$ cat config.mk
export PLATFORM = sky130hd
export DESIGN_NAME = ps2_scancode_set2_decoder_unit
export DESIGN_NICKNAME = d
export VERILOG_FILES = /design/src/sv/ps2dec_pkg.sv /design/src/sv/ps2_scancode_set2_decoder_unit.sv
export SDC_FILE = /design/constraint.sdc
export NUM_CORES = 1
export LEC_CHECK = 0
export BUFFER_PORTS_ARGS = -buffer_cell sky130_fd_sc_hd__buf_4
export CORE_ASPECT_RATIO = 1.4
export CORE_MARGIN = 3
export CORE_UTILIZATION = 29
export DETAILED_ROUTE_END_ITERATION = 8
export GPL_ROUTABILITY_DRIVEN = 1
export PLACE_DENSITY = 0.39
export RECOVER_POWER = 25
export SLEW_MARGIN = 40
export SYNTH_ARGS = -nofsm -noshare
export SYNTH_HDL_FRONTEND = slang
export SYNTH_SLANG_ARGS = --single-unit
$ cat constraint.sdc
create_clock -name clk -period 9.6 [get_ports clk]
set_input_delay 0.48 -clock clk [delete_from_list [all_inputs] [get_ports clk]]
set_output_delay 0.48 -clock clk [all_outputs]
set_load 0.05 [all_outputs]
$ cat src/sv/ps2dec_pkg.sv
// Shared constants, byte codes and the key translation ROM of the
// PS/2 scan code set 2 decoder. No dependencies.
package ps2dec_pkg;

  localparam int KEY_SLOTS  = 256;
  localparam int KEY_ADDR_W = $clog2(KEY_SLOTS);

  localparam logic [7:0] BYTE_REPLY_MIN = 8'hFA;
  localparam logic [7:0] BYTE_EXTENDED  = 8'hE0;
  localparam logic [7:0] BYTE_BREAK     = 8'hF0;

  localparam logic [1:0] KIND_PRESS   = 2'd0;
  localparam logic [1:0] KIND_RELEASE = 2'd1;
  localparam logic [1:0] KIND_REPLY   = 2'd2;

  typedef logic [6:0] key_code_t;

  // Only the lower half of the byte range has translations; the upper half reads 0.
  localparam key_code_t KEY_ROM [128] = '{
    7'h00, 7'h72, 7'h00, 7'h6E, 7'h6C, 7'h6A, 7'h6B, 7'h75,
    7'h00, 7'h73, 7'h71, 7'h6F, 7'h6D, 7'h09, 7'h60, 7'h00,
    7'h00, 7'h17, 7'h0E, 7'h00, 7'h15, 7'h51, 7'h31, 7'h00,
    7'h00, 7'h00, 7'h5A, 7'h53, 7'h41, 7'h57, 7'h32, 7'h00,
    7'h00, 7'h43, 7'h58, 7'h44, 7'h45, 7'h34, 7'h33, 7'h00,
    7'h00, 7'h20, 7'h56, 7'h46, 7'h54, 7'h52, 7'h35, 7'h00,
    7'h00, 7'h4E, 7'h42, 7'h48, 7'h47, 7'h59, 7'h36, 7'h00,
    7'h00, 7'h00, 7'h4D, 7'h4A, 7'h55, 7'h37, 7'h38, 7'h00,
    7'h00, 7'h2C, 7'h4B, 7'h49, 7'h4F, 7'h30, 7'h39, 7'h00,
    7'h00, 7'h2E, 7'h2F, 7'h4C, 7'h3B, 7'h50, 7'h2D, 7'h00,
    7'h00, 7'h00, 7'h27, 7'h00, 7'h5B, 7'h3D, 7'h00, 7'h00,
    7'h1C, 7'h0F, 7'h0D, 7'h5D, 7'h00, 7'h5C, 7'h00, 7'h00,
    7'h00, 7'h00, 7'h00, 7'h00, 7'h00, 7'h00, 7'h08, 7'h00,
    7'h00, 7'h6B, 7'h00, 7'h6E, 7'h71, 7'h00, 7'h00, 7'h00,
    7'h6A, 7'h07, 7'h6C, 7'h6F, 7'h70, 7'h72, 7'h1B, 7'h01,
    7'h74, 7'h05, 7'h6D, 7'h04, 7'h03, 7'h73, 7'h68, 7'h00
  };

  function automatic key_code_t key_xlate(input logic [7:0] scan);
    return scan[7] ? 7'd0 : KEY_ROM[scan[6:0]];
  endfunction

endpackage

$ cat src/sv/ps2_scancode_set2_decoder_unit.sv
// Bytes are held in the decode stage register; results go on to the output register.
// Throughput: one byte per cycle while out_ready is high and no sweep runs; the key
// map's single read port and the read-modify-write loop around it set that figure.
// Reset (rst_n low, synchronous) clears control state and starts a sweep that zeroes
// all 256 key map entries, one entry per cycle; no beat is accepted during the sweep.
// Uses ps2dec_pkg for byte codes, event kinds and the translation ROM.
module ps2_scancode_set2_decoder_unit (
  input  logic       clk,
  input  logic       rst_n,
  input  logic       in_valid,
  output logic       in_ready,
  input  logic [7:0] in_scan_byte,
  output logic       out_valid,
  input  logic       out_ready,
  output logic [1:0] out_event_kind,
  output logic [6:0] out_key_code,
  output logic [7:0] out_reply_byte
);

  // The pressed-key map lives in a 1-bit-wide synchronous memory, one entry per byte.
  logic key_map_mem [ps2dec_pkg::KEY_SLOTS];

  // Clearing sweep after reset.
  logic                              clr_busy_r, clr_busy_nxt;
  logic [ps2dec_pkg::KEY_ADDR_W-1:0] clr_addr_r, clr_addr_nxt;

  // Decode stage: the byte whose map entry was read at the accepting edge.
  logic       s1_valid_r, s1_valid_nxt;
  logic [7:0] s1_byte_r;
  logic       mem_rd_r;
  logic       fwd_hit_r;
  logic       fwd_data_r;

  logic       break_pending_r, break_pending_nxt;

  // Output register.
  logic       out_valid_r, out_valid_nxt;
  logic [1:0] out_kind_r;
  logic [6:0] out_code_r;
  logic [7:0] out_reply_r;

  // Map write port, shared by the clearing sweep and the decode stage.
  logic                              wr_en;
  logic [ps2dec_pkg::KEY_ADDR_W-1:0] wr_addr;
  logic                              wr_data;

  logic in_fire;
  logic s1_go;
  logic key_down;
  logic is_reply, is_ext, is_brk, is_key;
  logic upd_en;
  logic has_result;
  logic [1:0] res_kind;

  // The decode stage moves on whenever the output register is free or being drained.
  assign s1_go    = s1_valid_r && (!out_valid_r || out_ready);
  assign in_ready = !clr_busy_r && (!s1_valid_r || s1_go);
  assign in_fire  = in_valid && in_ready;

  // The map entry as the decode stage must see it: if the previous byte wrote the same
  // entry at the edge where this one was read, the memory still returned the old bit,
  // so the forwarded write data takes its place.
  assign key_down = fwd_hit_r ? fwd_data_r : mem_rd_r;

  always_comb begin
    is_reply = (s1_byte_r >= ps2dec_pkg::BYTE_REPLY_MIN);
    is_ext   = (s1_byte_r == ps2dec_pkg::BYTE_EXTENDED);
    is_brk   = (s1_byte_r == ps2dec_pkg::BYTE_BREAK);
    is_key   = !is_reply && !is_ext && !is_brk;

    // A key byte updates the map on a release, or on a press of a key not yet down.
    // A press of a key already down is a typematic repeat and gives nothing.
    upd_en     = is_key && (break_pending_r || !key_down);
    has_result = is_reply || upd_en;
    if (is_reply) begin
      res_kind = ps2dec_pkg::KIND_REPLY;
    end else if (break_pending_r) begin
      res_kind = ps2dec_pkg::KIND_RELEASE;
    end else begin
      res_kind = ps2dec_pkg::KIND_PRESS;
    end

    break_pending_nxt = break_pending_r;
    if (s1_go) begin
      if (is_brk) begin
        break_pending_nxt = 1'b1;
      end else if (is_key) begin
        break_pending_nxt = 1'b0;
      end
    end

    if (clr_busy_r) begin
      wr_en   = 1'b1;
      wr_addr = clr_addr_r;
      wr_data = 1'b0;
    end else begin
      wr_en   = s1_go && upd_en;
      wr_addr = s1_byte_r[ps2dec_pkg::KEY_ADDR_W-1:0];
      wr_data = !break_pending_r;
    end

    clr_busy_nxt = clr_busy_r && (clr_addr_r != {ps2dec_pkg::KEY_ADDR_W{1'b1}});
    clr_addr_nxt = clr_busy_r ? clr_addr_r + 1'b1 : clr_addr_r;

    if (in_fire) begin
      s1_valid_nxt = 1'b1;
    end else if (s1_go) begin
      s1_valid_nxt = 1'b0;
    end else begin
      s1_valid_nxt = s1_valid_r;
    end

    if (s1_go && has_result) begin
      out_valid_nxt = 1'b1;
    end else if (out_ready) begin
      out_valid_nxt = 1'b0;
    end else begin
      out_valid_nxt = out_valid_r;
    end
  end

  // Key map memory: one write and one registered read per cycle.
  always_ff @(posedge clk) begin
    if (wr_en) begin
      key_map_mem[wr_addr] <= wr_data;
    end
    if (in_fire) begin
      mem_rd_r <= key_map_mem[in_scan_byte[ps2dec_pkg::KEY_ADDR_W-1:0]];
    end
  end

  // Payload registers, no reset needed.
  always_ff @(posedge clk) begin
    if (in_fire) begin
      s1_byte_r  <= in_scan_byte;
      fwd_hit_r  <= wr_en && (wr_addr == in_scan_byte[ps2dec_pkg::KEY_ADDR_W-1:0]);
      fwd_data_r <= wr_data;
    end
    if (s1_go && has_result) begin
      out_kind_r  <= res_kind;
      out_code_r  <= is_reply ? 7'd0 : ps2dec_pkg::key_xlate(s1_byte_r);
      out_reply_r <= is_reply ? s1_byte_r : 8'd0;
    end
  end

  // Control registers.
  always_ff @(posedge clk) begin
    if (!rst_n) begin
      clr_busy_r      <= 1'b1;
      clr_addr_r      <= '0;
      s1_valid_r      <= 1'b0;
      break_pending_r <= 1'b0;
      out_valid_r     <= 1'b0;
    end else begin
      clr_busy_r      <= clr_busy_nxt;
      clr_addr_r      <= clr_addr_nxt;
      s1_valid_r      <= s1_valid_nxt;
      break_pending_r <= break_pending_nxt;
      out_valid_r     <= out_valid_nxt;
    end
  end

  assign out_valid      = out_valid_r;
  assign out_event_kind = out_kind_r;
  assign out_key_code   = out_code_r;
  assign out_reply_byte = out_reply_r;

endmodule
# After elaboration in Yosys (flattened, before gate mapping)
# Memory sizes are Yosys's and may differ from the RTL's. A register that Yosys moved wholly into a read port is not among the register bits.
# Index checks and enable logic that the tools add are counted.
# op_classes
addsub	1
order_cmp	1
eq_ne	4
n_mux	13
bitwise	1
reduce_logical	27
# op_table
operator	n
== test 8 bit (second input constant)	2
2-to-1 mux 1 bit	12
logical AND 1 bit	10
adder 8 x 1 -> 8 bit (second input constant)	1
== test 8 bit	1
greater-or-equal comparator 8 bit (second input constant)	1
zero test 1 bit	8
2-to-1 mux 8 bit	1
inequality test 8 bit (second input constant)	1
inverter 7 -> 8 bit	1
nonzero test 2 bit	3
logical OR 1 bit	4
AND reduction 2 bit	1
OR reduction 2 bit	1
# totals
register_bits	32
ram_bits	256
rom_bits	896
in_bits	12
out_inout_bits	19
wordCells	59
memories	2
# memory_table
memory	depth	word_bits	read_ports	rd_ports_with_merged_regs	wr	line	rtl
(name not given)	128	7	1	1	0	ps2dec_pkg.sv:39	return scan[7] ? 7'd0 : KEY_ROM[scan[6:0]];
key_map_mem	256	1	1	1	1	ps2_scancode_set2_decoder_unit.sv:21	logic key_map_mem [ps2dec_pkg::KEY_SLOTS];

# Longest topological paths before layout
# depth
depth_word	9
depth_mapped	11
mapped_depth_nobuf	9

# Least setup slack after synthesis
# OpenSTA, ideal clock, no wires.
# synth_timing
path_type	register -> register
start	reg clr_busy_r
end	reg fwd_data_r, data pin
setup_ns	1.398
arrival_ns	6.842
t_required_ns	8.202
slack_ns	1.360
path_stages_with_launch	5
n_path_buf	3
synth_period_minus_slack_ns	8.240
path_cell_list	dfxtp_1 > buf_2 > buf_1 > clkbuf_1 > nor2_1
# synth_between
elab_chain_len	1
# synth_rtl
element	line	rtl
start: declaration	ps2_scancode_set2_decoder_unit.sv:24	logic clr_busy_r, clr_busy_nxt;
start signal: assignment	ps2_scancode_set2_decoder_unit.sv:155	clr_busy_r <= clr_busy_nxt;
2-to-1 mux 1 bit	ps2_scancode_set2_decoder_unit.sv:92	if (clr_busy_r) begin
via wr_data	ps2_scancode_set2_decoder_unit.sv:45	logic wr_data;
end signal: assignment	ps2_scancode_set2_decoder_unit.sv:137	fwd_data_r <= wr_data;
end: declaration	ps2_scancode_set2_decoder_unit.sv:32	logic fwd_data_r;
# The timed path passes the listed nets, and every way through them passes these cells.
# A chain may end at the register's enable or synchronous reset.

==> impl_summary.log <==
[metrics] result of the run: finished, violations left
[metrics] violated checks: capacitance limit, slew limit
[metrics] total power draw: approximately 2.7 mW
[metrics] fraction of the core area covered by cells at the end of the flow: around a third
[metrics] final standard cell area without fillers: 15900 µm²
[metrics] top-area cell type share of the netlist area: 59.6%
[metrics] Slew headroom: -111%
[metrics] clock tree buffer depth: 3
[metrics] ratio of cells with drive above 1 in the final layout: roughly a tenth
[metrics] clock slew at the register clock pins of the worst setup and hold paths: roughly 0.060 ns
[metrics] number of distinct library cells after synthesis: 68
[metrics] share of the clock period used by the worst path: 55.7%
[metrics] Num Clock Sinks: slightly below 300
[metrics] initial cell density of the core: about 30%
[metrics] number of cells in the finished layout apart from fillers: between 1500 and 2000
[metrics] largest net degree at the start of global routing: between 100 and 150
[metrics] dpl hpwl: 26200 µm
[metrics] Critical Path Source Type: primary input
[metrics] source-to-sink clock delay at the later pin of the worst-skew pair: about 0.52 ns
[metrics] DIE HEIGHT: around 270 µm
[metrics] total global-route track usage: 16.1%
[metrics] H-Tree Depth: 2
[metrics] Port Buf Inserts: 30
[metrics] fill count: 4829
[metrics] Antenna Cells: 0
[metrics] area taken by flip-flops and latches: 8770 µm²
[metrics] arrival time worst endpoint: roughly 5.7 ns
[metrics] per-cell routed wire length: 23.7 µm
[metrics] die area: approximately 52000 µm²
[metrics] largest area contributor in the synthesized netlist: edfxtp_1
[metrics] number of cells in the design after placement: around 1700
[metrics] drt first pass iters: 5
[metrics] DR DRC count: 0
[metrics] number of buffers created by CTS: 34
[metrics] weighted congestion reported at the end of routability-driven placement: 0.832
[metrics] initial antenna violation count: 1
[metrics] vias per cell: about 5.2
[metrics] count of pins on the block boundary: 31
[metrics] hold-fix buffers at CTS: 0
[metrics] Synth Flop Type: edfxtp_1
[metrics] Leak Pwr: between 5 and 6 nW
[metrics] row count: 95
[metrics] max-cap violation count: 4
[metrics] Syn Inst Count: 1153
[metrics] Detail Route Antenna Nets: 0
[metrics] post-detailed-placement cell area: 15000 µm²
[metrics] clock tree root buffer cell: clkbuf_16
[metrics] final number of max-transition violations: 126
[metrics] list of most frequent post-synthesis cells: nor2_1 (292), edfxtp_1 (284), mux2i_1 (62), nand2_1 (56), clkbuf_1 (38)
[metrics] aggregate routed wire length: 42500 µm
[metrics] highest attainable clock frequency: between 150 and 200 MHz
[metrics] clock tree from TritonCTS: built
[metrics] IR Drop Worst-Case VDD: 132 µV
[metrics] slew at the pin with the worst max-slew slack: 3.16 ns
[metrics] class of the tightest hold or removal check: primary input to flip-flop
[metrics] power density over the cells: approximately 170 nW/µm²
[metrics] number of enable flip-flop cells after synthesis: between 200 and 300
[metrics] syn nets: 1177
[metrics] vias: approximately 9300
[metrics] most area-consuming cells after synthesis: edfxtp_1 (60%), nor2_1 (7.7%), mux4_2 (5.5%)
[metrics] Post-CTS Setup Repair Bufs: 0
[metrics] final worst clock skew: 0.0176 ns
[metrics] core area: ~48000 µm²
[metrics] Layout area overhead: 11.0%
[metrics] net count reported at finish: about 1200
[metrics] area of the multi-input gates: around 5000 µm²
[metrics] Worst Setup End Kind: flip-flop
[metrics] fraction of the yosys area taken by sequential cells: about three fifths
[metrics] final number of setup-violating endpoints: 0
[metrics] post-route setup TNS: 0 ns
[metrics] count of routing violations after the opening detailed-route iteration: 629
[metrics] die width: ~190 µm
[metrics] count leader, synth: nor2_1
[metrics] shortest clock period the worst path allows after layout: 5.34 ns
[metrics] unrepaired setup endpoints after global routing: false
[metrics] via count of the first global-routing pass: ~9500
[metrics] async set-reset flop share out of synthesis: 0%
[metrics] type of the setup path with the least slack: primary input to flip-flop
[metrics] total standard cell area after synthesis: 14300 µm²
[metrics] Crit Path Max Fanout: a little over 40
[metrics] Hold Fails Final Rpt: 0
[metrics] first-pass GRT wire length: 63400 µm
[metrics] Syn. warnings: 0
[metrics] Resize count post-CTS: 0
[metrics] Remaining Overflow, GRT: 0
[metrics] required arrival time at the worst endpoint: ~10 ns
[metrics] number of register bits inferred by synthesis: a little under 300
[metrics] syn_area_per_cell: about 12 µm²
[kinds of logic (layout without fill, tap and decap cells)]
logic type | count (synthesis) | after routing | share of synthesized area [%]
fa+ha+maj | 12 | 12 | 1.05
compound gates | 163 | 163 | 7.97
simple gates | 451 | 451 | 13.6
mux | 106 | 106 | 11.4
buf+inv | 111 | 120 | 3.84
flops | 296 | 296 | 61.3
xor+xnor | 14 | 14 | 0.857
[state kept, by name, summed over array words and instances, names as in the netlist]
register	cells
key_map_mem	256
clr_addr_r	8
out_reply_byte	8
s1_byte_r	8
out_key_code	7
out_event_kind	2
break_pending_r	1
clr_busy_r	1
fwd_data_r	1
fwd_hit_r	1
mem_rd_r	1
out_valid	1
s1_valid_r	1
[worst paths after layout]
path                                 startpoint               end  slack (ns)  cells after the start
worst max-delay path            in_scan_byte[1]          mem_rd_r        4.26                      7
worst min-delay path                      rst_n        clr_busy_r        0.21                      2
worst max register to register     s1_byte_r[0]  key_map_mem[245]        5.64                      8
worst min register to register       s1_valid_r        s1_valid_r        0.57                      2
[layer usage]
metal | part of all wire [%] | GRT usage (%)
met3 | 3.9 | 2.50
met4 | 4.2 | 6.85
met2 | 52 | 29.3
met1 | 40 | 19.0
met5 | 0.047 | 0
[metrics by stage]
step | hold WS (ns) | setup WS, ns
2_1_floorplan | 0.510 | 1.36
6_report | 0.207 | 4.26
4_1_cts | 0.180 | 5.58
3_3_place_gp | 0.535 | 5.74
5_1_grt | 0.201 | 3.58
3_5_place_dp | 0.555 | 5.61
[layout by cell type (no fill, tap or decap), types with 12 or more instances in the layout]
cell	instances
nor2_1	292
edfxtp_1	284
mux2i_1	62
nand2_1	50
clkbuf_1	39
mux4_2	35
clkbuf_16	35
o22ai_1	26
a21oi_1	24
o21ai_0	24
inv_1	20
nor3_1	17
nor2b_1	14
nand2_2	14
ha_1	12
dfxtp_1	12
buf_4	12
[area by class of cell]
cell class	instances	share of cell area (%)
flip-flops and latches	296	55.2
repair buffers	42	1.39
multi-input cells	746	31.6
inverters	22	0.520
clock buffers	47	5.86
clock inverters	9	0.472
well taps	630	4.96
[where the power goes]
part | internal, mW | leakage (nW) | switching, mW | total [mW]
clock network | 0.703 | 0.483 | 0.517 | 1.22
logic | 0.0350 | 1.84 | 0.0697 | 0.105
registers | 1.40 | 2.91 | 0.00226 | 1.40
[critical path, stage by stage]
cell	delay, ns
clkbuf_1	2.19
nand3_1	1.47
o22ai_1	0.67
nor4_1	0.14
a2111oi_0	0.36
a311oi_1	0.10
a22oi_1	0.23
No activity file was read; power rests on OpenSTA's default activity.
